--- src/hdl/ttf_pkg.sv ---
// ----------------------------------------------------------------------------
// ttf_pkg
// Shared widths, status codes and word types of the triangle tangent frame.
// ----------------------------------------------------------------------------
package ttf_pkg;

  localparam int COORD_W  = 24;
  localparam int UV_W     = 20;
  localparam int NORM_W   = 16;
  localparam int UNIT_W   = 16;
  localparam int THR_W    = 15;
  localparam int STATUS_W = 2;

  localparam logic [THR_W-1:0] THR_RESET = 15'd16220;
  localparam logic signed [UNIT_W-1:0] UNIT_ONE = 16'sd16384;

  // edge and uv delta widths, shared multiplier and accumulator widths
  localparam int E_W     = COORD_W + 1;
  localparam int DUV_W   = UV_W + 1;
  localparam int MUL_A_W = (E_W > DUV_W) ? E_W : DUV_W;
  localparam int PROD_W  = MUL_A_W + DUV_W;
  localparam int VEC_W   = PROD_W + 1;

  localparam int Q_DEPTH = 2;
  localparam int Q_PTR_W = $clog2(Q_DEPTH);
  localparam int Q_CNT_W = $clog2(Q_DEPTH + 1);

  localparam logic [STATUS_W-1:0] ST_NORMAL   = 2'd0;
  localparam logic [STATUS_W-1:0] ST_FALLBACK = 2'd1;
  localparam logic [STATUS_W-1:0] ST_ZERO     = 2'd2;

  typedef struct packed {
    logic signed [COORD_W-1:0] pos_x;
    logic signed [COORD_W-1:0] pos_y;
    logic signed [COORD_W-1:0] pos_z;
    logic signed [UV_W-1:0]    tex_u;
    logic signed [UV_W-1:0]    tex_v;
    logic signed [NORM_W-1:0]  norm_x;
    logic signed [NORM_W-1:0]  norm_y;
    logic signed [NORM_W-1:0]  norm_z;
  } vertex_t;

  typedef struct packed {
    logic signed [UNIT_W-1:0] tan_x;
    logic signed [UNIT_W-1:0] tan_y;
    logic signed [UNIT_W-1:0] tan_z;
    logic signed [UNIT_W-1:0] bitan_x;
    logic signed [UNIT_W-1:0] bitan_y;
    logic signed [UNIT_W-1:0] bitan_z;
    logic [STATUS_W-1:0]      frame_status;
  } frame_t;

  typedef struct packed {
    logic signed [E_W-1:0]    e1x;
    logic signed [E_W-1:0]    e1y;
    logic signed [E_W-1:0]    e1z;
    logic signed [E_W-1:0]    e2x;
    logic signed [E_W-1:0]    e2y;
    logic signed [E_W-1:0]    e2z;
    logic signed [DUV_W-1:0]  du1;
    logic signed [DUV_W-1:0]  dv1;
    logic signed [DUV_W-1:0]  du2;
    logic signed [DUV_W-1:0]  dv2;
    logic signed [NORM_W-1:0] nx;
    logic signed [NORM_W-1:0] ny;
    logic signed [NORM_W-1:0] nz;
    logic [THR_W-1:0]         thr;
  } job_t;

  typedef struct packed {
    logic done;
    logic zero;
  } norm_stat_t;

endpackage

--- src/hdl/ttf_front.sv ---
// ----------------------------------------------------------------------------
// ttf_front
// Takes vertices, holds the first two and forms edges and uv deltas on the
// third, which is pushed as one job.
// ----------------------------------------------------------------------------
module ttf_front import ttf_pkg::*; (
  input  logic             clk,
  input  logic             rst,
  input  logic             thr_we,
  input  logic [THR_W-1:0] thr_data,
  input  logic             vtx_valid,
  output logic             vtx_ready,
  input  vertex_t          vtx,
  output logic             push,
  output job_t             job,
  input  logic             full
);

  localparam logic [1:0] SLOT_FIRST  = 2'd0;
  localparam logic [1:0] SLOT_SECOND = 2'd1;
  localparam logic [1:0] SLOT_THIRD  = 2'd2;

  logic [1:0]               slot;
  logic [THR_W-1:0]         thr;
  vertex_t                  v0;
  logic signed [COORD_W-1:0] p1x, p1y, p1z;
  logic signed [UV_W-1:0]    u1, w1;
  logic                     take;

  assign vtx_ready = (slot != SLOT_THIRD) || !full;
  assign take      = vtx_valid && vtx_ready;
  assign push      = take && (slot == SLOT_THIRD);

  always_comb begin
    job.e1x = E_W'(p1x) - E_W'(v0.pos_x);
    job.e1y = E_W'(p1y) - E_W'(v0.pos_y);
    job.e1z = E_W'(p1z) - E_W'(v0.pos_z);
    job.e2x = E_W'(vtx.pos_x) - E_W'(v0.pos_x);
    job.e2y = E_W'(vtx.pos_y) - E_W'(v0.pos_y);
    job.e2z = E_W'(vtx.pos_z) - E_W'(v0.pos_z);
    job.du1 = DUV_W'(u1) - DUV_W'(v0.tex_u);
    job.dv1 = DUV_W'(w1) - DUV_W'(v0.tex_v);
    job.du2 = DUV_W'(vtx.tex_u) - DUV_W'(v0.tex_u);
    job.dv2 = DUV_W'(vtx.tex_v) - DUV_W'(v0.tex_v);
    job.nx  = v0.norm_x;
    job.ny  = v0.norm_y;
    job.nz  = v0.norm_z;
    job.thr = thr;
  end

  always_ff @(posedge clk) begin
    if (rst) begin
      slot <= SLOT_FIRST;
      thr  <= THR_RESET;
    end else begin
      if (thr_we) begin
        thr <= thr_data;
      end
      if (take) begin
        case (slot)
          SLOT_SECOND: slot <= SLOT_THIRD;
          SLOT_THIRD:  slot <= SLOT_FIRST;
          default:     slot <= SLOT_SECOND;
        endcase
      end
    end
  end

  always_ff @(posedge clk) begin
    if (take) begin
      case (slot)
        SLOT_SECOND: begin
          p1x <= vtx.pos_x;
          p1y <= vtx.pos_y;
          p1z <= vtx.pos_z;
          u1  <= vtx.tex_u;
          w1  <= vtx.tex_v;
        end
        SLOT_THIRD: begin
        end
        default: begin
          v0 <= vtx;
        end
      endcase
    end
  end

endmodule

--- config.mk ---
export PLATFORM = sky130hd
export DESIGN_NAME = ttf_front
export DESIGN_NICKNAME = d
export VERILOG_FILES = /design/src/hdl/ttf_pkg.sv /design/src/hdl/ttf_front.sv
export SDC_FILE = /design/constraint.sdc
export NUM_CORES = 1
export LEC_CHECK = 0
export BUFFER_PORTS_ARGS = -buffer_cell sky130_fd_sc_hd__buf_2
export CORE_UTILIZATION = 40
export DETAILED_ROUTE_END_ITERATION = 8
export PLACE_DENSITY_LB_ADDON = 0.25
export SLEW_MARGIN = 10
export SYNTH_ARGS = -nofsm -noshare
export SYNTH_HDL_FRONTEND = slang
export SYNTH_SLANG_ARGS = --single-unit
--- constraint.sdc ---
create_clock -name clk -period 6.2 [get_ports clk]
set_input_delay 0.93 -clock clk [delete_from_list [all_inputs] [get_ports clk]]
set_output_delay 0.93 -clock clk [all_outputs]
set_load 0.05 [all_outputs]
* Word-level counts from Yosys, hierarchy flattened
Index checks and enable logic that the tools add are counted.
** Storage, ports and cells
- Bits in registers :: 289
- Input port bits :: 180
- Output and inout port bits :: 299
- Logic and storage cells :: 37
** Cells by class
- Add/subtract/negate cells :: 10
- Equal/unequal tests :: 3
- Muxes and demuxes :: 1
- Bitwise operators :: 1
- Reduce and logical (&&, ||, !) cells :: 7
** Operators with widths (number)
- $sub A24 B24 Y25 :: 6
- $sub A20 B20 Y21 :: 4
- $pmux W2 S2 :: 1
- $reduce_and A2 Y1 :: 2
- $eq A2 B1 Y1 const B :: 1
- $eq A2 B2 Y1 const B :: 1
- $logic_and A1 B1 Y1 :: 2
- $ne A2 B2 Y1 const B :: 1
- $reduce_or A2 Y1 :: 1
- $logic_not A1 Y1 :: 1
- $logic_or A1 B1 Y1 :: 1
- $not A1 Y1 :: 1

* Logic depth before layout (Yosys ltp)
- Depth in word-level cells :: 4
- Mapped depth :: 11
- Gate-level depth less buffers :: 11

* Least setup slack after synthesis
Ideal clock, no wire load.
- Kind :: input to register
- Start :: input port full
- End :: register v0 (netlist bit job[15]) (enable)
- Library setup time :: 0.541 ns
- Arrival :: 5.144 ns
- Data required time :: 5.659 ns
- Slack :: 0.515 ns
- Cell stages on the path :: 2
- Path buffers :: 0
- Cells stage by stage :: nand2_1 and3_1
** Between the ends
- Word-level cells in the longest chain between the ends :: 4
** Ends and longest elaborated chain
- from (decl) :: line ttf_front.sv:16 : input logic full
- $logic_not A1 Y1 :: line ttf_front.sv:30 : assign vtx_ready = (slot != SLOT_THIRD) || !full;
- $logic_or A1 B1 Y1 :: line ttf_front.sv:30
- $logic_and A1 B1 Y1 :: line ttf_front.sv:31 : assign take = vtx_valid && vtx_ready;
- $reduce_and A2 Y1 (no line)
- to (signal assigned) :: line ttf_front.sv:82 : v0 <= vtx;
- to (decl) :: line ttf_front.sv:25 : vertex_t v0;
No other way between the ends.
A chain may end at the register's enable or synchronous reset.

==> results.md <==
- The run finished with clean final reports.
- The post-CTS setup buffer count is 0.
- Ranked by total cell area, the synthesized netlist is headed by sky130_fd_sc_hd__edfxtp_1 (40%), sky130_fd_sc_hd__ha_1 (14%), sky130_fd_sc_hd__xnor2_1 (4.8%).
- The min-delay analysis places its worst path in the category flip-flop to flip-flop.
- The primary flip-flop cell chosen by synthesis mapping is sky130_fd_sc_hd__edfxtp_1.
- The initial antenna violation count came to 13.
- The top cell type by total area after synthesis is sky130_fd_sc_hd__edfxtp_1.
- The post-layout net count is between 2,000 and 3,000.
- The launch point of the worst reg-to-reg path is slot[0].
- The tree built by TritonCTS fans out to 289 sinks.
- The number of global-route vias before repair was 16,300.
- The post-cts sizing count is 0.
- The clock root buffer is sky130_fd_sc_hd__clkbuf_16.
- The tool flagged a number of max-cap violations equal to 0.
- By count the netlist is led by sky130_fd_sc_hd__edfxtp_1 (272), sky130_fd_sc_hd__ha_1 (226), sky130_fd_sc_hd__inv_1 (199).
- In the routed design, unresolved DRC markers number 0.
- The final number of hold-violating endpoints is 0.
- The area share of the largest cell type after synthesis is 0.398.
- The remaining number of nets flagged by the antenna check after routing is 0.
- The fraction of final layout cells sized beyond drive strength 1 is 0.228.
- The horizontal die dimension is between 200 and 250 um.
- The areal power density over the cells is 322 nW/um2.
- Clock-pin slew was measured on the worst setup and hold paths at 0.05 ns.
- The DRC marker count from the first detailed-route iteration is approximately 1,000.
- The count of synthesis-stage warnings from yosys is 0.
- The number of instances in the synthesized netlist is 2,026.
- The setup TNS after final layout is 0 ns.
- The routability-driven placement congestion ratio is 0.940.
- Based on the critical path, the design can be clocked at up to 0.206 GHz.
- The area taken by flip-flops and latches is 8510 um2.
- The number of detailed-route iterations in the first pass is 5.
- The worst-case IR drop observed on VDD is ~0.00019 V.
- The kind of critical path is input pin to output pin.
- The register bit total from synthesis is between 200 and 300.
- Data arrives at the worst endpoint at 3.92 ns.
- The detail-routed net length per standard cell is ~17 um.
- Summed over all nets, the half-perimeter wirelength after detailed placement is around 44 mm.
- The worst register-to-register path ends at u1[6].
- The leakage power summed over all cells is 11.3 nW.
- TritonCTS built the clock tree.
- The net count of the mapped netlist is roughly 2,400.
- The filler cell count is 4,689.
- The global-route wire length before repair is roughly 85 mm.
- The cell row count is between 80 and 90.
- The post-route total power is 7.89 mW.
- By instance count, the leading cell after synthesis is sky130_fd_sc_hd__edfxtp_1.
- The total of endpoints with negative setup slack in the final report is 0.
- Counting distinct cell types in the post-synthesis netlist gives 85.
- The H-tree level count is 2.
- The worst setup path is launched from an input pin.
- The initial cell density of the core is 0.407.
- The total core area is ~50,000 um2.
- The worst register-to-register path has a depth of 5.
- The launch point of the critical path is vtx[88].
- The total overflow left after global routing is 0.
- The growth of design area from synthesis to finish is 19.4%.
- Buffers inserted during clock tree synthesis total 37.
- Setup repair after global routing left no endpoint under its margin.
- The total number of vias is 16,600.
- The die covers 52,200 um2.
- The fraction of registers with async set/reset is 0.
- The worst path needs 4.85 ns of the cycle, external delays included.
- For flop-to-flop paths, the worst setup slack is 3.49 ns.
- Buffers inserted to repair hold after CTS numbered 0.
- For the pin with the worst max-slew slack, the measured transition is roughly 0.95 ns.
- The data required time at the worst endpoint is around 5.3 ns.
- The clock passes through at most 3 buffers.
- The endpoint kind of the worst setup timing path is an output pin.
- Across every metal layer, demand over resource in global routing totals 0.204.
- The worst slew slack as a fraction of its limit is 0.369.
- Dividing the detail-routed via count by the number of cells gives ~5.2.
- The end point of the critical path is job[169].
- The mapped netlist covers 20,500 um2.
- For this run, the register share of the synthesized area comes to 0.415.
- In the final layout, the multi-input gates occupy 10,800 um2.
- For this design the top-level I/O count stands at 479.
- The number of buffers added on ports is approximately 480.
- The post-synthesis area per instance is 10.1 um2.
- Dividing the final minimum period by the clock period gives 0.783.
- Yosys mapped a number of flops with a built-in enable equal to 272.
- On the final layout, the worst clock skew is between 0.02 and 0.03 ns.
- The source-to-sink clock delay at the later pin of the worst-skew pair is around 0.55 ns.
- The max-slew violation total from the final report is 0.
- After detailed routing, the total wire length is about 55 mm.
- Entering global routing, the biggest net connects just under 90 pins.
- The overall die height is 229 um.
- The worst-path maximum fanout is 4.
-- where the power goes --
part	internal, mW	leakage, nW	switching, mW
clock network	1.21	0.577	0.834
registers	2.29	2.70	0.0341
logic	0.931	8.04	2.59
total	4.44	11.3	3.46
-- worst min-delay path by stage --
stage	startpoint	endpoint	slack, ns	cells past startpoint
after floorplan	slot[1]	slot[1]	0.48	2
after global placement	thr[7]	thr[7]	0.48	2
after detailed placement	thr[5]	thr[5]	0.49	2
after CTS	thr[5]	thr[5]	0.50	2
after global routing	vtx[19]	job[34]	0.53	1
final	thr[5]	thr[5]	0.50	2
-- per-stage QoR --
step / util / instances / worst slack [ns] / hold slack, ns / area [um2]
after CTS: 0.486 / 3167 / 1.36 / 0.503 / 24500
after global placement: 0.463 / 3100 / 1.52 / 0.477 / 23300
final: 0.486 / 3176 / 1.35 / 0.499 / 24500
after global routing: 0.486 / 3176 / 1.12 / 0.528 / 24500
after floorplan: - / 2026 / 0.515 / 0.483 / 20500
after detailed placement: 0.463 / 3100 / 1.38 / 0.490 / 23300
-- sequential cells by signal, summed over array words and instances (netlist names) --
name	count
job	48
p1x	24
p1y	24
p1z	24
slot	2
thr	15
u1	20
v0	112
w1	20
-- layout by cell type (no fill, tap or decap), types with 19 or more instances in the layout --
cell                        count
sky130_fd_sc_hd__nand3_1       44
sky130_fd_sc_hd__nand4_1       20
sky130_fd_sc_hd__o21bai_1      19
sky130_fd_sc_hd__nor3_1        29
sky130_fd_sc_hd__a21oi_1      157
sky130_fd_sc_hd__o21ai_0       85
sky130_fd_sc_hd__buf_2        478
sky130_fd_sc_hd__nand2_1       94
sky130_fd_sc_hd__nor2_1       135
sky130_fd_sc_hd__xor2_1        58
sky130_fd_sc_hd__a31oi_1       22
sky130_fd_sc_hd__xnor2_1      113
sky130_fd_sc_hd__a21o_1       110
sky130_fd_sc_hd__inv_1        199
sky130_fd_sc_hd__o21a_1        39
sky130_fd_sc_hd__ha_1         226
sky130_fd_sc_hd__nand2b_1      29
sky130_fd_sc_hd__clkbuf_16     39
sky130_fd_sc_hd__nor2b_1       45
sky130_fd_sc_hd__edfxtp_1     272
-- worst max-delay path, stage by stage --
cell and delay, ns:
sky130_fd_sc_hd__buf_2 0.10, sky130_fd_sc_hd__inv_1 0.05, sky130_fd_sc_hd__ha_1 0.23, sky130_fd_sc_hd__fa_1 0.41, sky130_fd_sc_hd__nand2b_1 0.16, sky130_fd_sc_hd__a21boi_1 0.22
sky130_fd_sc_hd__o21ai_0 0.17, sky130_fd_sc_hd__a31oi_2 0.32, sky130_fd_sc_hd__a31oi_1 0.25, sky130_fd_sc_hd__o31ai_1 0.49, sky130_fd_sc_hd__nand4_1 0.16, sky130_fd_sc_hd__o311ai_1 0.10
sky130_fd_sc_hd__buf_2 0.32
-- final cells by class --
| type | count | share of cell area |
|---|---|---|
| multi-input cells | 1458 | 0.441 |
| flip-flops and latches | 289 | 0.347 |
| repair buffers | 482 | 0.0994 |
| clock buffers | 49 | 0.0422 |
| well taps | 672 | 0.0343 |
| inverters | 199 | 0.0305 |
| clock inverters | 18 | 0.00485 |
| diodes | 9 | 0.000919 |
-- routing by layer --
layer | up-vias | track usage | part of all wire
met4 | 6 | 0.0822 | 0.028
met5 | - | 0 | 0.00073
met2 | 449 | 0.345 | 0.48
met3 | 91 | 0.0437 | 0.062
li1 | 8250 | - | -
met1 | 7781 | 0.252 | 0.43
-- cells by family after synthesis --
family,count (synthesis),share of synthesized area
AOI/OAI and AO/OA,582,0.190
buffers and inverters,279,0.0599
muxes,7,0.00348
adders and majority gates,236,0.148
xor gates and xnor gates,171,0.0730
DFF,289,0.415
and+or+nand+nor,462,0.112
(Power assumes the default switching activity.)
