[config.mk]
export PLATFORM = sky130hd
export DESIGN_NAME = ttf_queue
export DESIGN_NICKNAME = d
export VERILOG_FILES = /design/src/hdl/ttf_pkg.sv /design/src/hdl/ttf_queue.sv
export SDC_FILE = /design/constraint.sdc
export NUM_CORES = 1
export LEC_CHECK = 0
export BUFFER_PORTS_ARGS = -buffer_cell sky130_fd_sc_hd__buf_2
export CORE_AREA = 4 4 231 233
export DETAILED_ROUTE_END_ITERATION = 6
export DIE_AREA = 0 0 235 237
export PLACE_DENSITY = 0.77
export SETUP_SLACK_MARGIN = 0.3
export SKIP_CTS_REPAIR_TIMING = 1
export SYNTH_ARGS = -nofsm -noshare
export SYNTH_HDL_FRONTEND = slang
export SYNTH_SLANG_ARGS = --single-unit
[constraint.sdc]
create_clock -name clk -period 21.4 [get_ports clk]
set_clock_uncertainty 0.05 [all_clocks]
set_input_delay 6.42 -clock clk [delete_from_list [all_inputs] [get_ports clk]]
set_output_delay 6.42 -clock clk [all_outputs]
set_load 0.02 [all_outputs]
[src/hdl/ttf_pkg.sv]
// ----------------------------------------------------------------------------
// ttf_pkg
// Shared widths, status codes and word types of the triangle tangent frame.
// ----------------------------------------------------------------------------
package ttf_pkg;

  localparam int COORD_W  = 24;
  localparam int UV_W     = 20;
  localparam int NORM_W   = 16;
  localparam int UNIT_W   = 16;
  localparam int THR_W    = 15;
  localparam int STATUS_W = 2;

  localparam logic [THR_W-1:0] THR_RESET = 15'd16220;
  localparam logic signed [UNIT_W-1:0] UNIT_ONE = 16'sd16384;

  // edge and uv delta widths, shared multiplier and accumulator widths
  localparam int E_W     = COORD_W + 1;
  localparam int DUV_W   = UV_W + 1;
  localparam int MUL_A_W = (E_W > DUV_W) ? E_W : DUV_W;
  localparam int PROD_W  = MUL_A_W + DUV_W;
  localparam int VEC_W   = PROD_W + 1;

  localparam int Q_DEPTH = 2;
  localparam int Q_PTR_W = $clog2(Q_DEPTH);
  localparam int Q_CNT_W = $clog2(Q_DEPTH + 1);

  localparam logic [STATUS_W-1:0] ST_NORMAL   = 2'd0;
  localparam logic [STATUS_W-1:0] ST_FALLBACK = 2'd1;
  localparam logic [STATUS_W-1:0] ST_ZERO     = 2'd2;

  typedef struct packed {
    logic signed [COORD_W-1:0] pos_x;
    logic signed [COORD_W-1:0] pos_y;
    logic signed [COORD_W-1:0] pos_z;
    logic signed [UV_W-1:0]    tex_u;
    logic signed [UV_W-1:0]    tex_v;
    logic signed [NORM_W-1:0]  norm_x;
    logic signed [NORM_W-1:0]  norm_y;
    logic signed [NORM_W-1:0]  norm_z;
  } vertex_t;

  typedef struct packed {
    logic signed [UNIT_W-1:0] tan_x;
    logic signed [UNIT_W-1:0] tan_y;
    logic signed [UNIT_W-1:0] tan_z;
    logic signed [UNIT_W-1:0] bitan_x;
    logic signed [UNIT_W-1:0] bitan_y;
    logic signed [UNIT_W-1:0] bitan_z;
    logic [STATUS_W-1:0]      frame_status;
  } frame_t;

  typedef struct packed {
    logic signed [E_W-1:0]    e1x;
    logic signed [E_W-1:0]    e1y;
    logic signed [E_W-1:0]    e1z;
    logic signed [E_W-1:0]    e2x;
    logic signed [E_W-1:0]    e2y;
    logic signed [E_W-1:0]    e2z;
    logic signed [DUV_W-1:0]  du1;
    logic signed [DUV_W-1:0]  dv1;
    logic signed [DUV_W-1:0]  du2;
    logic signed [DUV_W-1:0]  dv2;
    logic signed [NORM_W-1:0] nx;
    logic signed [NORM_W-1:0] ny;
    logic signed [NORM_W-1:0] nz;
    logic [THR_W-1:0]         thr;
  } job_t;

  typedef struct packed {
    logic done;
    logic zero;
  } norm_stat_t;

endpackage

[src/hdl/ttf_queue.sv]
// ----------------------------------------------------------------------------
// ttf_queue
// Short job queue between the vertex front end and the frame back end.
// ----------------------------------------------------------------------------
module ttf_queue import ttf_pkg::*; (
  input  logic clk,
  input  logic rst,
  input  logic push,
  input  job_t wr_job,
  output logic full,
  output logic valid,
  output job_t rd_job,
  input  logic pop
);

  job_t                 mem [Q_DEPTH];
  logic [Q_PTR_W-1:0]   wp, rp;
  logic [Q_CNT_W-1:0]   cnt;

  assign full   = (cnt == Q_CNT_W'(Q_DEPTH));
  assign valid  = (cnt != '0);
  assign rd_job = mem[rp];

  always_ff @(posedge clk) begin
    if (push) begin
      mem[wp] <= wr_job;
    end
  end

  always_ff @(posedge clk) begin
    if (rst) begin
      wp  <= '0;
      rp  <= '0;
      cnt <= '0;
    end else begin
      if (push) begin
        wp <= (wp == Q_PTR_W'(Q_DEPTH - 1)) ? '0 : wp + 1'b1;
      end
      if (pop) begin
        rp <= (rp == Q_PTR_W'(Q_DEPTH - 1)) ? '0 : rp + 1'b1;
      end
      case ({push, pop})
        2'b10:   cnt <= cnt + 1'b1;
        2'b01:   cnt <= cnt - 1'b1;
        default: cnt <= cnt;
      endcase
    end
  end

endmodule

Word level (Yosys, flattened, before mapping)
Memories as Yosys holds them, arrays and structs flattened. A register that Yosys moved wholly into a read port is not among the register bits.
Cells that the tools add are included.
W data, S select, Z words.
{"block": "word_totals", "word_cells": 20, "reg_bits": 4, "memories": 1, "input_bits": 301, "ram_bits": 594}
{"memory": "mem", "words": 2, "width": 297, "rd": 1, "rd_ports_with_merged_regs": 1, "wr": 1, "line_no": "ttf_queue.sv:16", "rtl": "job_t mem [Q_DEPTH];"}
{"block": "classes", "n_eq_ne": 3, "addsub": 4, "n_reduce_logical": 2, "muxes": 7}
{"cell": "$mux W1", "n": 6}
{"cell": "$eq A2 B2 Y1 const B", "n": 2}
{"cell": "$pmux W2 S2", "n": 1}
{"cell": "$reduce_bool A2 Y1", "n": 2}
{"cell": "$add A1 B1 Y1 const B", "n": 2}
{"cell": "$add A2 B1 Y2 const B", "n": 1}
{"cell": "$eq A2 B1 Y1 const B", "n": 1}
{"cell": "$sub A2 B1 Y2 const B", "n": 1}

Logic depth before layout (Yosys ltp)
Gate-level depths: netlist (run 1).
{"block": "logic_depth", "ltp_word": 4, "depth_mapped": 5, "ltp_nobuf": 5}

Worst setup path after synthesis (run 1)
No wires, ideal clock.
{"block": "synth_timing", "kind": "input port to flip-flop", "from": "input port push", "to": "memory mem[0][0] (netlist bit) (enable)", "cell_stages": 2, "slack_ps": 1474, "arrival_time_ps": 18907, "n_path_buf": 0, "setup_time_ps": 970, "cell_sequence": "inv_1 > nor2_1"}
{"block": "synth_between", "elab_chain_len": 2}
{"item": "from (decl)", "line_no": "ttf_queue.sv:8", "rtl": "input logic push,"}
{"item": "$mux W1", "line_no": "ttf_queue.sv:25", "rtl": "if (push) begin"}
{"item": "$mux W1 (not written as such)", "line_no": "ttf_queue.sv:26", "rtl": "mem[wp] <= wr_job;"}
{"item": "to (decl)", "line_no": "ttf_queue.sv:16"}
Every way passes these cells.

==> results of run 1 <==
## final cells by class
class,instances,area (sq um)
diodes,13,32.5
clock buffers,78,1600
clock inverters,31,249
fillers,3873,23100
inverters,1,3.75
multi-input cells,313,4320
flip-flops and latches,599,17900
well taps,680,851
repair buffers,609,3100
## cell usage after synthesis, drive strengths merged
cell	instances
a21oi	1
and2	1
buf	33
dfxtp	5
edfxtp	594
ha	1
inv	1
mux2	297
nor2	5
nor2b	1
o21ai	1
or2	1
or3	1
xnor2	3
xor2	1
## sequential cells by signal (all words and copies together) (netlist names), named ones only
name  cells
mem     594
rp        1
wp        1
cnt       2
## routing by layer
| layer | global-route usage | up-vias |
|---|---|---|
| met5 | 0 | - |
| met3 | 0.0606 | 99 |
| met2 | 0.299 | 476 |
| met4 | 0.0644 | 10 |
| met1 | 0.191 | 5578 |
| li1 | - | 5080 |
## kinds of logic after synthesis
kind of cell,count (synthesis),share of synthesized area
AO/OA/AOI/OAI,2,0.000443
adder cells (fa/ha/maj),1,0.000554
XOR/XNOR,4,0.00155
buffers and inverters,34,0.0150
flip-flops,599,0.794
multiplexers,297,0.186
AND/OR/NAND/NOR,9,0.00194
## worst max path at each step
stage	start	end	slack [ns]	depth (start not counted)
2_1_floorplan	push	mem[0][0]	1.47	2
3_3_place_gp	flop	rd_job[114]	10.94	5
3_5_place_dp	flop	rd_job[177]	10.85	5
4_1_cts	flop	rd_job[177]	10.19	5
5_1_grt	flop	rd_job[177]	10.02	5
6_report	flop	rd_job[177]	10.26	5
## through the flow
step            util  total power [mW]  cells
6_report       0.549              2.73   2324
2_1_floorplan      -              1.68    946
5_1_grt        0.549              2.84   2321
3_3_place_gp   0.512              1.78   2202
3_5_place_dp   0.512              1.79   2202
4_1_cts        0.548              2.77   2311
## power by group through the flow
stage               logic (mW)  clock network (mW)  registers, mW
floorplan                0.248                   0           1.44
global placement         0.362                   0           1.41
detailed placement       0.368                   0           1.42
CTS                      0.370                1.00           1.39
global route             0.385                1.05           1.40
finish                   0.365               0.976           1.39
## critical path, stage by stage, from the launching register on
cell and delay [ns]:
dfxtp_4 0.87, buf_4 0.78, buf_4 0.91, buf_4 0.86, mux2_4 0.36, buf_2 0.16
==> results.json, run 1 <==
{
  "status": "finished, final reports clean",
  "yosysUniqueCellTypes": 17,
  "synth_cells": 946,
  "place_congestion": 0.820,
  "syn_to_final_growth_pct": 24.4,
  "wl_met2_um": 26000,
  "ys.warnings.count": 0,
  "crit_path_end_kind": "output pin",
  "syn-cell-area_sq_mm": 0.0226,
  "period_needed_ns": 11.14,
  "die_h_um": 237,
  "drt-pass1-iter-count": 4,
  "synth_fp_nets": 1248,
  "ys_ff_latch": 599,
  "period_share": 0.521,
  "antenna_found_initial": 22,
  "antenna_left": 0,
  "nNetsFinal": 1885,
  "hold_ws_ns": 0.486,
  "rows": 83,
  "clock_sinks": 599,
  "wirelength_um": 49800,
  "ff2ff_setup_slack_ns": 18.64,
  "place_area_sq_mm": 0.0262,
  "wl_met3_um": 4350,
  "hold_class": "flop to flop",
  "gr-total-overflow": 0,
  "ios": 600,
  "seqPwrFrac": 0.510,
  "place_ws_ns": 10.85,
  "die_x_um": 235,
  "portBuffers": 599,
  "final_cell_area_sq_mm": 0.0281,
  "design.die.area_sq_mm": 0.0557,
  "min_from": "cnt[1]",
  "r2r_end": "mem[1][112]",
  "grt_start_max_net_pins": 153,
  "holdPathEnd": "cnt[1]",
  "maxSlewHeadroom": 0.279,
  "yosys.area.top_type": "edfxtp_1",
  "hold_viol_final": 0,
  "path_clk_slew_ns": 0.06,
  "arrival_ns": 4.67,
  "cts-root-buf": "clkbuf_16",
  "post-dp-hpwl_um": 35000,
  "grtUsageTotal": 0.170,
  "netSwitchingFraction": 0.236,
  "final_cell_mix": "buf_2, edfxtp_1, mux2_4",
  "slew_viol_final": 0,
  "vdd_ir_drop_max_uv": 74.1,
  "grt_pass1_vias": 11899,
  "holdPathStages": 2,
  "cts_tree": "done",
  "power_density_mw_per_mm2": 97.3,
  "clockBufferDepth": 3,
  "internal_power_mw": 2.09,
  "pwr-share-clk": 0.357,
  "first_iter_violations": 569,
  "r2r_start": "wp",
  "via_per_inst": 4.84,
  "yosys-top-cells-area": "edfxtp_1, mux2_4, mux2_2",
  "path_class": "flop to output pin",
  "final_common_cell": "buf_2",
  "leakage_nw": 11.0,
  "drive_above_1_share": 0.609,
  "reg2reg_depth": 2,
  "clk_latency_ns": 0.59,
  "start_kind": "flop",
  "top_layer_used": "met5",
  "remaining_drc_errors": 0,
  "coreArea_sq_mm": 0.0512,
  "crit_fanout": 57,
  "avgSynthCellArea_sq_um": 23.9,
  "layout_setup_ws_ns": 10.26,
  "rsz0062_at_grt": "false",
  "drv_cap": 0,
  "pwr-share-comb": 0.133,
  "htreeDepth": 2,
  "power_switching_mw": 0.645,
  "vias": 11243,
  "grt_pass1_wl_um": 72400,
  "setup-tns-final_ns": 0,
  "fmax_mhz": 89.7,
  "cp.required_ns": 14.93,
  "worstMarginPinSlew_ns": 1.08,
  "setup_viol_count_final": 0,
  "initial_utilization": 0.441,
  "wire_per_inst_um": 21.4,
  "cts_made_buffers": 59,
  "synth_top_area_frac": 0.790,
  "synth_seq_area_share": 0.794,
  "drt-met1-wl_um": 17800
}
Note: power is estimated with default switching activity, not from simulation.
==> inputs of run 2 (changes only) <==
==> constraint.sdc (replaced) <==
create_clock -name clk -period 11.45 [get_ports clk]
set_clock_uncertainty 0.05 [all_clocks]
set_input_delay 3.435 -clock clk [delete_from_list [all_inputs] [get_ports clk]]
set_output_delay 3.435 -clock clk [all_outputs]
set_load 0.02 [all_outputs]
==> results.json, run 2 (same netlist as run 1, synthesis figures left out) <==
{
  "vdd_ir_drop_max_uv": 159,
  "drive_above_1_share": 0.610,
  "power_density_mw_per_mm2": 186,
  "final_common_cell": "buf_2",
  "hold_class": "flop to flop",
  "largest_reg_flops": 594,
  "ios": 600,
  "htreeDepth": 2,
  "cts-root-buf": "clkbuf_16",
  "syn_to_final_growth_pct": 25.1,
  "clockBufferDepth": 3,
  "die_x_um": 235,
  "design.die.area_sq_mm": 0.0557,
  "grt_pass1_wl_um": 72400,
  "final_cell_area_sq_mm": 0.0283,
  "rows": 83,
  "instances_no_fill": 2322,
  "antenna_left": 0,
  "regMostFlops": "mem",
  "via_per_inst": 4.84,
  "nNetsFinal": 1881,
  "fmax_mhz": 151,
  "status": "finished, final reports clean",
  "period_needed_ns": 6.63,
  "gr-total-overflow": 0,
  "path_class": "flop to output pin",
  "setup-tns-final_ns": 0,
  "coreArea_sq_mm": 0.0512,
  "crit_fanout": 122,
  "die_h_um": 237,
  "drv_cap": 0,
  "portBuffers": 599,
  "maxSlewHeadroom": 0.126,
  "arrival_ns": 3.14,
  "grt_start_max_net_pins": 171,
  "grtUsageTotal": 0.170,
  "worstMarginPinSlew_ns": 1.31,
  "fillCellCount": 3833,
  "crit_chain": "buf_12 -> mux2_4 -> buf_2",
  "cts_made_buffers": 58,
  "clock_sinks": 599,
  "rsz0062_at_grt": "false",
  "crit_path_end_kind": "output pin",
  "largestRegisters": "mem x594, cnt x2",
  "clk_latency_ns": 0.59,
  "hold_viol_final": 0,
  "cp_slowest_cell": "dfxtp_4",
  "vias": 11245,
  "initial_utilization": 0.441,
  "period_share": 0.579,
  "wire_per_inst_um": 21.5,
  "dp_cells": 2199,
  "path_clk_slew_ns": 0.06,
  "setup_viol_count_final": 0,
  "start_kind": "flop",
  "drt-pass1-iter-count": 4,
  "place_area_sq_mm": 0.0262,
  "place_congestion": 0.820,
  "post-dp-hpwl_um": 34700,
  "final_cell_mix": "buf_2, edfxtp_1, mux2_4",
  "antenna_found_initial": 25,
  "first_iter_violations": 602,
  "slew_viol_final": 0,
  "remaining_drc_errors": 0,
  "cts_tree": "done",
  "cp.required_ns": 7.97,
  "wirelength_um": 49800,
  "leakage_nw": 11.0,
  "grt_pass1_vias": 11727,
  "max_stage_delay_ns": 1.06
}
==> run 2: worst max-delay path: cells and delay by family, from the launching register on <==
family | cells | cell delay, ns
buffers and inverters | 2 | 0.72
DFF | 1 | 1.06
muxes | 1 | 0.36
==> run 2: where the power goes <==
part / leakage (nW) / switching (mW) / internal [mW] / total, mW
Sequential: 5.62 / 0.0444 / 2.57 / 2.61
Combinational: 4.43 / 0.386 / 0.294 / 0.680
Clock: 0.973 / 0.767 / 1.19 / 1.96
Total: 11.0 / 1.20 / 4.05 / 5.25
==> run 2: path summary, 6_finish.rpt <==
kind	startpoint	end	slack, ns	cells past startpoint
hold / removal	rp	rp	0.47	2
setup reg to reg	wp	mem[0][124]	8.66	3
setup / recovery	flop	rd_job[140]	4.82	3
hold reg to reg	rp	rp	0.47	2
==> run 2: per-stage QoR <==
| stage | util | total power, mW | setup WS, ns | hold WS (ns) |
|---|---|---|---|---|
| after floorplan | - | 3.12 | 0.615 | 0.406 |
| after global placement | 0.512 | 3.32 | 5.45 | 0.433 |
| after detailed placement | 0.512 | 3.34 | 5.41 | 0.445 |
| after CTS | 0.551 | 5.31 | 4.80 | 0.470 |
| after global routing | 0.552 | 5.45 | 4.69 | 0.519 |
| final | 0.552 | 5.25 | 4.82 | 0.467 |
==> run 2: layout make-up <==
type / count / area, sq um / share of cell area
clock inverter: 33 / 423 / 0.0150
antenna: 17 / 42.5 / 0.00151
clock buffer: 73 / 1570 / 0.0556
sequential: 599 / 17900 / 0.635
inverter: 1 / 3.75 / 0.000133
tap: 680 / 851 / 0.0301
multi-input combinational: 313 / 4320 / 0.153
timing repair buffer: 606 / 3100 / 0.110
==> run 2: layer usage <==
| layer | track usage | part of all wire | vias up |
|---|---|---|---|
| li1 | - | - | 5081 |
| met1 | 0.193 | 0.36 | 5568 |
| met2 | 0.297 | 0.51 | 480 |
| met3 | 0.0646 | 0.094 | 104 |
| met4 | 0.0569 | 0.030 | 12 |
| met5 | 0 | 0.0016 | - |
